==> config.mk <==
export PLATFORM = sky130hd
export DESIGN_NAME = three_axis_moving_average_top
export DESIGN_NICKNAME = d
export VERILOG_FILES = /design/src/hw/rtl/tama_pkg.sv /design/src/hw/rtl/tama_ram.sv /design/src/hw/rtl/tama_acc.sv /design/src/hw/rtl/tama_div.sv /design/src/hw/rtl/three_axis_moving_average_top.sv
export SDC_FILE = /design/constraint.sdc
export NUM_CORES = 2
export LEC_CHECK = 0
export BUFFER_PORTS_ARGS = -buffer_cell sky130_fd_sc_hd__buf_2
export CORE_UTILIZATION = 40
export CTS_BUF_LIST = sky130_fd_sc_hd__clkbuf_4
export CTS_CLUSTER_SIZE = 16
export DETAILED_ROUTE_END_ITERATION = 12
export PLACE_DENSITY = 0.58
export SYNTH_ARGS = -nofsm -noshare
export SYNTH_HDL_FRONTEND = slang
export SYNTH_HIERARCHICAL = 1
export SYNTH_SLANG_ARGS = --single-unit
==> constraint.sdc <==
create_clock -name clk_i -period 21.4 [get_ports clk_i]
set_input_delay 1.07 -clock clk_i [delete_from_list [all_inputs] [get_ports clk_i]]
set_output_delay 1.07 -clock clk_i [all_outputs]
set_load 0.05 [all_outputs]
==> src/hw/rtl/tama_pkg.sv <==
// shared types, constants and helpers for the three-axis moving average
package tama_pkg;

  localparam int unsigned WindowLengthDef = 30;
  localparam int unsigned SampleW         = 16;
  localparam int unsigned NumAxes         = 3;
  localparam int unsigned AxisX           = 0;
  localparam int unsigned AxisY           = 1;
  localparam int unsigned AxisZ           = 2;
  // register stages from input transfer to the output register
  localparam int unsigned PipeStages      = 5;

  typedef logic signed [SampleW-1:0] tama_sample_t;
  typedef logic [NumAxes-1:0][SampleW-1:0] tama_raw_t;

  typedef struct packed {
    logic [7:0] x_low;
    logic [7:0] x_high;
    logic [7:0] y_low;
    logic [7:0] y_high;
    logic [7:0] z_low;
    logic [7:0] z_high;
  } tama_in_t;

  typedef struct packed {
    logic signed [SampleW-1:0] raw_x;
    logic signed [SampleW-1:0] raw_y;
    logic signed [SampleW-1:0] raw_z;
    logic signed [SampleW-1:0] avg_x;
    logic signed [SampleW-1:0] avg_y;
    logic signed [SampleW-1:0] avg_z;
  } tama_out_t;

  // high byte on top, low byte with bit 0 cleared below
  function automatic tama_sample_t tama_assemble(logic [7:0] low, logic [7:0] high);
    return {high, low[7:1], 1'b0};
  endfunction

endpackage

==> src/hw/rtl/tama_ram.sv <==
// generic single-write, single-read ram with registered read data
module tama_ram #(
  parameter int unsigned Width = 8,
  parameter int unsigned Depth = 2,
  localparam int unsigned AddrW = (Depth > 1) ? $clog2(Depth) : 1
) (
  input  logic             clk_i,
  input  logic             we_i,
  input  logic [AddrW-1:0] waddr_i,
  input  logic [Width-1:0] wdata_i,
  input  logic             re_i,
  input  logic [AddrW-1:0] raddr_i,
  output logic [Width-1:0] rdata_o
);

  logic [Width-1:0] mem_q [Depth];
  logic [Width-1:0] rdata_q;

  // write port
  always_ff @(posedge clk_i) begin
    if (we_i) begin
      mem_q[waddr_i] <= wdata_i;
    end
  end

  // read port, data holds while no read is issued
  always_ff @(posedge clk_i) begin
    if (re_i) begin
      rdata_q <= mem_q[raddr_i];
    end
  end

  assign rdata_o = rdata_q;

endmodule

==> src/hw/rtl/tama_acc.sv <==
// sample ring read-modify-write and running sums per axis
module tama_acc import tama_pkg::*; #(
  parameter int unsigned WindowLength = WindowLengthDef,
  localparam int unsigned SumW = SampleW + $clog2(WindowLength)
) (
  input  logic                             clk_i,
  input  logic                             rst_ni,
  input  logic                             in_valid_i,
  input  tama_in_t                         in_data_i,
  output logic                             in_ready_o,
  output logic                             out_valid_o,
  input  logic                             out_ready_i,
  output tama_raw_t                        out_raw_o,
  output logic [NumAxes-1:0][SumW-1:0]     out_sum_o
);

  localparam int unsigned SlotW  = (WindowLength > 1) ? $clog2(WindowLength) : 1;
  localparam int unsigned EntryW = NumAxes * SampleW;
  localparam logic [SlotW-1:0] LastSlot = SlotW'(WindowLength - 1);

  logic                          en1, en2, in_xfer, st1_adv, fwd_hit;
  logic [SlotW-1:0]              slot_d, slot_q;
  logic [WindowLength-1:0]       vld_q;
  logic                          st1_v_q, st2_v_q;
  tama_raw_t                     new_raw, st1_raw_q, st1_fwd_data_q, old_raw, st2_raw_q;
  logic [SlotW-1:0]              st1_slot_q;
  logic                          st1_fwd_q, st1_ent_vld_q;
  logic [EntryW-1:0]             rd_data;
  logic [NumAxes-1:0][SumW-1:0]  sum_d, sum_q, st2_sum_q;

  // stage enables, a stage moves when the next one is free or moving
  assign en2        = !st2_v_q || out_ready_i;
  assign st1_adv    = st1_v_q && en2;
  assign en1        = !st1_v_q || en2;
  assign in_ready_o = en1;
  assign in_xfer    = in_valid_i && en1;

  // assemble the three samples
  assign new_raw[AxisX] = tama_assemble(in_data_i.x_low, in_data_i.x_high);
  assign new_raw[AxisY] = tama_assemble(in_data_i.y_low, in_data_i.y_high);
  assign new_raw[AxisZ] = tama_assemble(in_data_i.z_low, in_data_i.z_high);

  // write slot pointer with wrap
  assign slot_d = (slot_q == LastSlot) ? '0 : slot_q + SlotW'(1);

  // the entry being written this cycle is the one being read
  assign fwd_hit = st1_adv && (st1_slot_q == slot_q);

  tama_ram #(
    .Width (EntryW),
    .Depth (WindowLength)
  ) u_ring (
    .clk_i   (clk_i),
    .we_i    (st1_adv),
    .waddr_i (st1_slot_q),
    .wdata_i (st1_raw_q),
    .re_i    (in_xfer),
    .raddr_i (slot_q),
    .rdata_o (rd_data)
  );

  // oldest sample: forwarded write, ram data, or zero for an unwritten entry
  always_comb begin
    if (st1_fwd_q) begin
      old_raw = st1_fwd_data_q;
    end else if (st1_ent_vld_q) begin
      old_raw = rd_data;
    end else begin
      old_raw = '0;
    end
  end

  // running sums: drop the oldest sample, add the new one
  always_comb begin
    for (int a = 0; a < NumAxes; a++) begin
      sum_d[a] = sum_q[a] - SumW'($signed(old_raw[a])) + SumW'($signed(st1_raw_q[a]));
    end
  end

  // control state
  always_ff @(posedge clk_i or negedge rst_ni) begin
    if (!rst_ni) begin
      slot_q  <= '0;
      vld_q   <= '0;
      sum_q   <= '0;
      st1_v_q <= 1'b0;
      st2_v_q <= 1'b0;
    end else begin
      if (in_xfer) begin
        slot_q <= slot_d;
      end
      if (st1_adv) begin
        vld_q[st1_slot_q] <= 1'b1;
        sum_q             <= sum_d;
      end
      if (en1) begin
        st1_v_q <= in_valid_i;
      end
      if (en2) begin
        st2_v_q <= st1_v_q;
      end
    end
  end

  // stage payloads
  always_ff @(posedge clk_i) begin
    if (in_xfer) begin
      st1_raw_q      <= new_raw;
      st1_slot_q     <= slot_q;
      st1_fwd_q      <= fwd_hit;
      st1_fwd_data_q <= st1_raw_q;
      st1_ent_vld_q  <= vld_q[slot_q] || fwd_hit;
    end
    if (st1_adv) begin
      st2_raw_q <= st1_raw_q;
      st2_sum_q <= sum_d;
    end
  end

  assign out_valid_o = st2_v_q;
  assign out_raw_o   = st2_raw_q;
  assign out_sum_o   = st2_sum_q;

endmodule

==> src/hw/rtl/tama_div.sv <==
// sum divided by the window length, truncated toward zero, via reciprocal multiply
module tama_div import tama_pkg::*; #(
  parameter int unsigned WindowLength = WindowLengthDef,
  localparam int unsigned SumW = SampleW + $clog2(WindowLength)
) (
  input  logic                         clk_i,
  input  logic                         rst_ni,
  input  logic                         in_valid_i,
  output logic                         in_ready_o,
  input  tama_raw_t                    in_raw_i,
  input  logic [NumAxes-1:0][SumW-1:0] in_sum_i,
  output logic                         out_valid_o,
  input  logic                         out_stall_i,
  output tama_out_t                    out_data_o
);

  // exact for dividends below 2^SumW: q = (n * ceil(2^Shift / len)) >> Shift
  localparam int unsigned Shift = SumW + $clog2(WindowLength);
  localparam int unsigned MulW  = SumW + 1;
  localparam int unsigned ProdW = SumW + MulW;
  localparam int unsigned QuotW = SampleW + 1;
  localparam logic [MulW-1:0] Recip =
    MulW'(((64'd1 << Shift) + 64'(WindowLength) - 64'd1) / 64'(WindowLength));

  logic                            en3, en4, en_out;
  logic                            st3_v_q, st4_v_q, out_v_q;
  tama_raw_t                       st3_raw_q, st4_raw_q;
  logic [NumAxes-1:0][SumW-1:0]    mag_d, st3_mag_q;
  logic [NumAxes-1:0]              st3_neg_q, st4_neg_q;
  logic [NumAxes-1:0][ProdW-1:0]   st4_prod_q;
  logic [NumAxes-1:0][QuotW-1:0]   quot;
  logic [NumAxes-1:0][SampleW-1:0] avg_d;
  tama_out_t                       out_q;

  assign en_out     = !out_v_q || !out_stall_i;
  assign en4        = !st4_v_q || en_out;
  assign en3        = !st3_v_q || en4;
  assign in_ready_o = en3;

  // magnitude of each sum
  always_comb begin
    for (int a = 0; a < NumAxes; a++) begin
      mag_d[a] = in_sum_i[a][SumW-1] ? (SumW'(0) - in_sum_i[a]) : in_sum_i[a];
    end
  end

  // quotient from the product, sign restored
  always_comb begin
    for (int a = 0; a < NumAxes; a++) begin
      quot[a]  = st4_prod_q[a][Shift +: QuotW];
      avg_d[a] = st4_neg_q[a] ? SampleW'(QuotW'(0) - quot[a]) : SampleW'(quot[a]);
    end
  end

  // valid flags
  always_ff @(posedge clk_i or negedge rst_ni) begin
    if (!rst_ni) begin
      st3_v_q <= 1'b0;
      st4_v_q <= 1'b0;
      out_v_q <= 1'b0;
    end else begin
      if (en3) begin
        st3_v_q <= in_valid_i;
      end
      if (en4) begin
        st4_v_q <= st3_v_q;
      end
      if (en_out) begin
        out_v_q <= st4_v_q;
      end
    end
  end

  // magnitude, product and result registers
  always_ff @(posedge clk_i) begin
    if (en3 && in_valid_i) begin
      st3_raw_q <= in_raw_i;
      st3_mag_q <= mag_d;
      for (int a = 0; a < NumAxes; a++) begin
        st3_neg_q[a] <= in_sum_i[a][SumW-1];
      end
    end
    if (en4 && st3_v_q) begin
      st4_raw_q <= st3_raw_q;
      st4_neg_q <= st3_neg_q;
      for (int a = 0; a < NumAxes; a++) begin
        st4_prod_q[a] <= ProdW'(st3_mag_q[a]) * ProdW'(Recip);
      end
    end
    if (en_out && st4_v_q) begin
      out_q.raw_x <= st4_raw_q[AxisX];
      out_q.raw_y <= st4_raw_q[AxisY];
      out_q.raw_z <= st4_raw_q[AxisZ];
      out_q.avg_x <= avg_d[AxisX];
      out_q.avg_y <= avg_d[AxisY];
      out_q.avg_z <= avg_d[AxisZ];
    end
  end

  assign out_valid_o = out_v_q;
  assign out_data_o  = out_q;

endmodule

==> src/hw/rtl/three_axis_moving_average_top.sv <==
// Three-axis moving average, top level.
// Each item passes five register stages after its input transfer (ring read, sum update,
// magnitude, reciprocal multiply, output register); one ring read and one write per item.
// Throughput: one item per cycle; input stalls only when the output register stays stalled
// and the five stages are full.
// Reset clears the pipeline, write slot, running sums and per-entry ring valid bits at once;
// no clearing pass is needed.
module three_axis_moving_average_top import tama_pkg::*; #(
  parameter int unsigned WindowLength = WindowLengthDef
) (
  input  logic      clk_i,
  input  logic      rst_ni,
  input  logic      in_valid_i,
  output logic      in_stall_o,
  input  tama_in_t  in_data_i,
  output logic      out_valid_o,
  input  logic      out_stall_i,
  output tama_out_t out_data_o
);

  localparam int unsigned SumW = SampleW + $clog2(WindowLength);

  logic                         acc_ready, acc_valid, div_ready;
  tama_raw_t                    acc_raw;
  logic [NumAxes-1:0][SumW-1:0] acc_sum;

  // ring and running sums
  tama_acc #(
    .WindowLength (WindowLength)
  ) u_acc (
    .clk_i       (clk_i),
    .rst_ni      (rst_ni),
    .in_valid_i  (in_valid_i),
    .in_data_i   (in_data_i),
    .in_ready_o  (acc_ready),
    .out_valid_o (acc_valid),
    .out_ready_i (div_ready),
    .out_raw_o   (acc_raw),
    .out_sum_o   (acc_sum)
  );

  // division by the window length and output register
  tama_div #(
    .WindowLength (WindowLength)
  ) u_div (
    .clk_i       (clk_i),
    .rst_ni      (rst_ni),
    .in_valid_i  (acc_valid),
    .in_ready_o  (div_ready),
    .in_raw_i    (acc_raw),
    .in_sum_i    (acc_sum),
    .out_valid_o (out_valid_o),
    .out_stall_i (out_stall_i),
    .out_data_o  (out_data_o)
  );

  assign in_stall_o = !acc_ready;

endmodule

==> flow_metrics.tcl <==
set metrics [dict create \
    cts_sinks 2105 \
    routedWlPerCell_um 23.0 \
    netlist_instances 5847 \
    ios 150 \
    slew_headroom 0.201 \
    postCtsSetupRepairBufs 0 \
    postCtsHoldBufs 48 \
    drc 0 \
    htree_num_levels 6 \
    ys.flop_type "edfxtp_1" \
    gp_congestion 0.826 \
    die_area_um2 244000 \
    tns_ns 0 \
    cpMaxStageDelayCell "fa_1" \
    skew_ns 0.0757 \
    dp_hpwl_mm 140 \
    antenna_found_initial 22 \
    overflow 0 \
    ys_types 84 \
    synth_area_leaders "edfxtp_1, ha_1, mux4_2, fa_1, dfrtp_1" \
    max_freq_mhz 172 \
    dieHeight_um 494 \
    start_util 0.402 \
    critical_path.cell_chain "inv_1 > ha_1 > ha_1 > or2_2 > fa_1 > fa_1 > inv_1 > fa_1 > inv_1 > fa_1 > ha_1 > ha_1 > a21o_1 > a21oi_1 > nor2_1 > nor4_1 > a21oi_2 > a211oi_1 > nor2b_1 > a21o_1 > xor2_1" \
    cts_root_buffer "clkbuf_4" \
    fp-row-count 180 \
    antenna_left 0 \
    crit_required_ns 22.46 \
    max_stage_delay_ns 0.54 \
    vias 53600 \
    worstSetupStartpointType "flop" \
    grt_max_degree 140 \
    area_delta_synth_final_pct 13.0 \
    drive_gt1_frac 0.224 \
    portBuffers 146 \
    via_per_inst 5.26 \
    yosysWarnings 6 \
    critPathArrivalTime_ns 6.87 \
    finalCriticalPeriod_ns 5.82 \
    track_usage 0.192 \
    firstDrtPassIters 6 \
    clockBufferDepth 4 \
    report.final.slew_viol_count 0 \
    hold_class "reg2reg" \
    worst-path-buf-inv 3 \
    seq_area_frac_synth 0.648 \
    critPathMaxFanout 5 \
    cts_buffers 570 \
    worstSetupPathType "reg2reg" \
    setup_viol 0 \
    min_period_over_period 0.272 \
    ys_ff_latch 2105 \
    cts-resized-gates 0 \
    netlist_area_um2 96700 \
    synth_area_leader_cell "edfxtp_1" \
    fp.dieW_um 494 \
    status "finished clean" \
    rsz0062_at_grt "no" \
    grt_pass1_wl_mm 347 \
    cap_violations 0 \
    core_area_um2 241000 \
    ys_async_sr_fraction 0.0489 \
    drt_iter0_markers 3804 \
    drt_wl_total_mm 235 \
    synth_edf_count 2002 \
    worstMarginPinSlew_ns 1.20 \
    r2r_slack_ns 15.58 \
    cts.clk_slew.worst_paths_ns 0.06 \
    synth_top_area_frac 0.622 \
    clk_latency_ns 1.36 \
    grt_pass1_vias 55800 \
    critPathTopFamily "adder cells" \
    cts_tree "yes" \
    avgSynthCellArea_um2 16.5 \
    cp-end-kind "flop" \
    hold_viol 0 \
    fin_nets 7516 \
]
## routing by layer
layer,track usage,vias to the layer above,wire length (µm)
met4,0.0646,18,5730
met5,0,-,121
li1,-,24200,-
met1,0.258,27200,102000
met3,0.0432,401,17000
met2,0.309,1761,110000
## worst paths after layout
| path | startpoint | end | cells after the start |
|---|---|---|---|
| worst max-delay path | u_div/st3_mag_q[40] | u_div/quot[30] | 21 |
| max in group asynchronous | rst_ni | u_acc/vld_q[0] | 3 |
| worst min-delay path | u_acc/out_raw_o[13] | u_div/st3_raw_q[13] | 0 |
| worst min register to register | u_acc/out_raw_o[13] | u_div/st3_raw_q[13] | 0 |
| worst max register to register | u_div/st3_mag_q[40] | u_div/quot[30] | 21 |
| min in group asynchronous | rst_ni | u_acc/st1_v_q | 2 |
## synth_stat cells (11+ instances only)
| library cell | count |
|---|---|
| a31o_2 | 13 |
| or3_1 | 20 |
| nor3_1 | 42 |
| fa_1 | 240 |
| buf_2 | 37 |
| a31oi_1 | 13 |
| nor2b_1 | 17 |
| edfxtp_1 | 2002 |
| buf_4 | 31 |
| and2_1 | 16 |
| dfrtp_1 | 103 |
| mux2_2 | 108 |
| or2_2 | 11 |
| nor4_1 | 32 |
| ha_1 | 590 |
| a311o_1 | 24 |
| and3_1 | 16 |
| o21bai_1 | 34 |
| a21o_1 | 84 |
| o22ai_1 | 81 |
| nand2b_1 | 29 |
| a22o_1 | 27 |
| o21ai_0 | 127 |
| a22oi_1 | 108 |
| xor2_1 | 47 |
| nor2_1 | 139 |
| clkbuf_1 | 101 |
| nand3_1 | 61 |
| o31ai_1 | 33 |
| a21oi_1 | 135 |
| xnor2_1 | 164 |
| mux2i_1 | 212 |
| mux4_2 | 227 |
| nand3b_1 | 12 |
| buf_6 | 19 |
| inv_1 | 480 |
| nand2_1 | 246 |
| nand4_1 | 36 |
## cell type report
| cell class | instances | area, µm² |
|---|---|---|
| clock buffer | 819 | 6150 |
| inverter | 480 | 1820 |
| antenna | 7 | 17.5 |
| tap | 3185 | 3990 |
| fill | 21100 | 131000 |
| multi-input combinational | 3156 | 31800 |
| timing repair buffer | 321 | 2200 |
| sequential | 2105 | 62700 |
| clock inverter | 120 | 653 |
## state kept, by name, summed over array words and instances, names as in the netlist, 30 cells and up
register and cells:
u_acc/u_ring/mem_q 1440, u_div/out_data_o 96, u_acc/out_sum_o 63, u_acc/sum_q 63, u_div/st3_mag_q 63, u_acc/u_ring/rdata_o 48
u_div/quot 48, u_div/st3_raw_q 48, u_div/st4_raw_q 48, u_acc/out_raw_o 45, u_acc/st1_fwd_data_q 45, u_acc/st1_raw_q 45
u_acc/vld_q 30
## through the flow
step	utilization	instance area (µm²)	cells	setup slack, ns	hold WS (ns)
after CTS	0.454	109000	10200	15.58	0.242
after global routing	0.454	109000	10200	15.19	0.331
after global placement	0.424	102000	9199	15.57	0.401
after floorplan	-	97000	5939	12.48	0.400
after detailed placement	0.424	102000	9199	15.48	0.405
final	0.454	109000	10200	15.58	0.386
## cells by family after synthesis
logic type	count (synthesis)	share of synthesized area
xor+xnor	211	0.0191
mux	547	0.0874
fa+ha+maj	830	0.126
simple gates	711	0.0357
other cells	1	0.0000388
compound gates	764	0.0538
buf+inv	678	0.0295
flops	2105	0.648
## layout by cell type, fill, tap and decap left out, types with 84 or more instances in the layout
| cell type | n |
|---|---|
| a21o_1 | 84 |
| a21oi_1 | 135 |
| a22oi_1 | 108 |
| buf_2 | 145 |
| buf_4 | 125 |
| clkbuf_4 | 819 |
| clkinv_1 | 85 |
| conb_1 | 93 |
| dfrtp_1 | 98 |
| edfxtp_1 | 2002 |
| fa_1 | 240 |
| ha_1 | 590 |
| inv_1 | 478 |
| mux2_2 | 108 |
| mux2i_1 | 212 |
| mux4_2 | 227 |
| nand2_1 | 244 |
| nor2_1 | 107 |
| o21ai_0 | 127 |
| xnor2_1 | 164 |
Power is left out: the tool's default activity adds up to more than one toggle a clock period on the data nets, which glitch-free logic cannot reach.
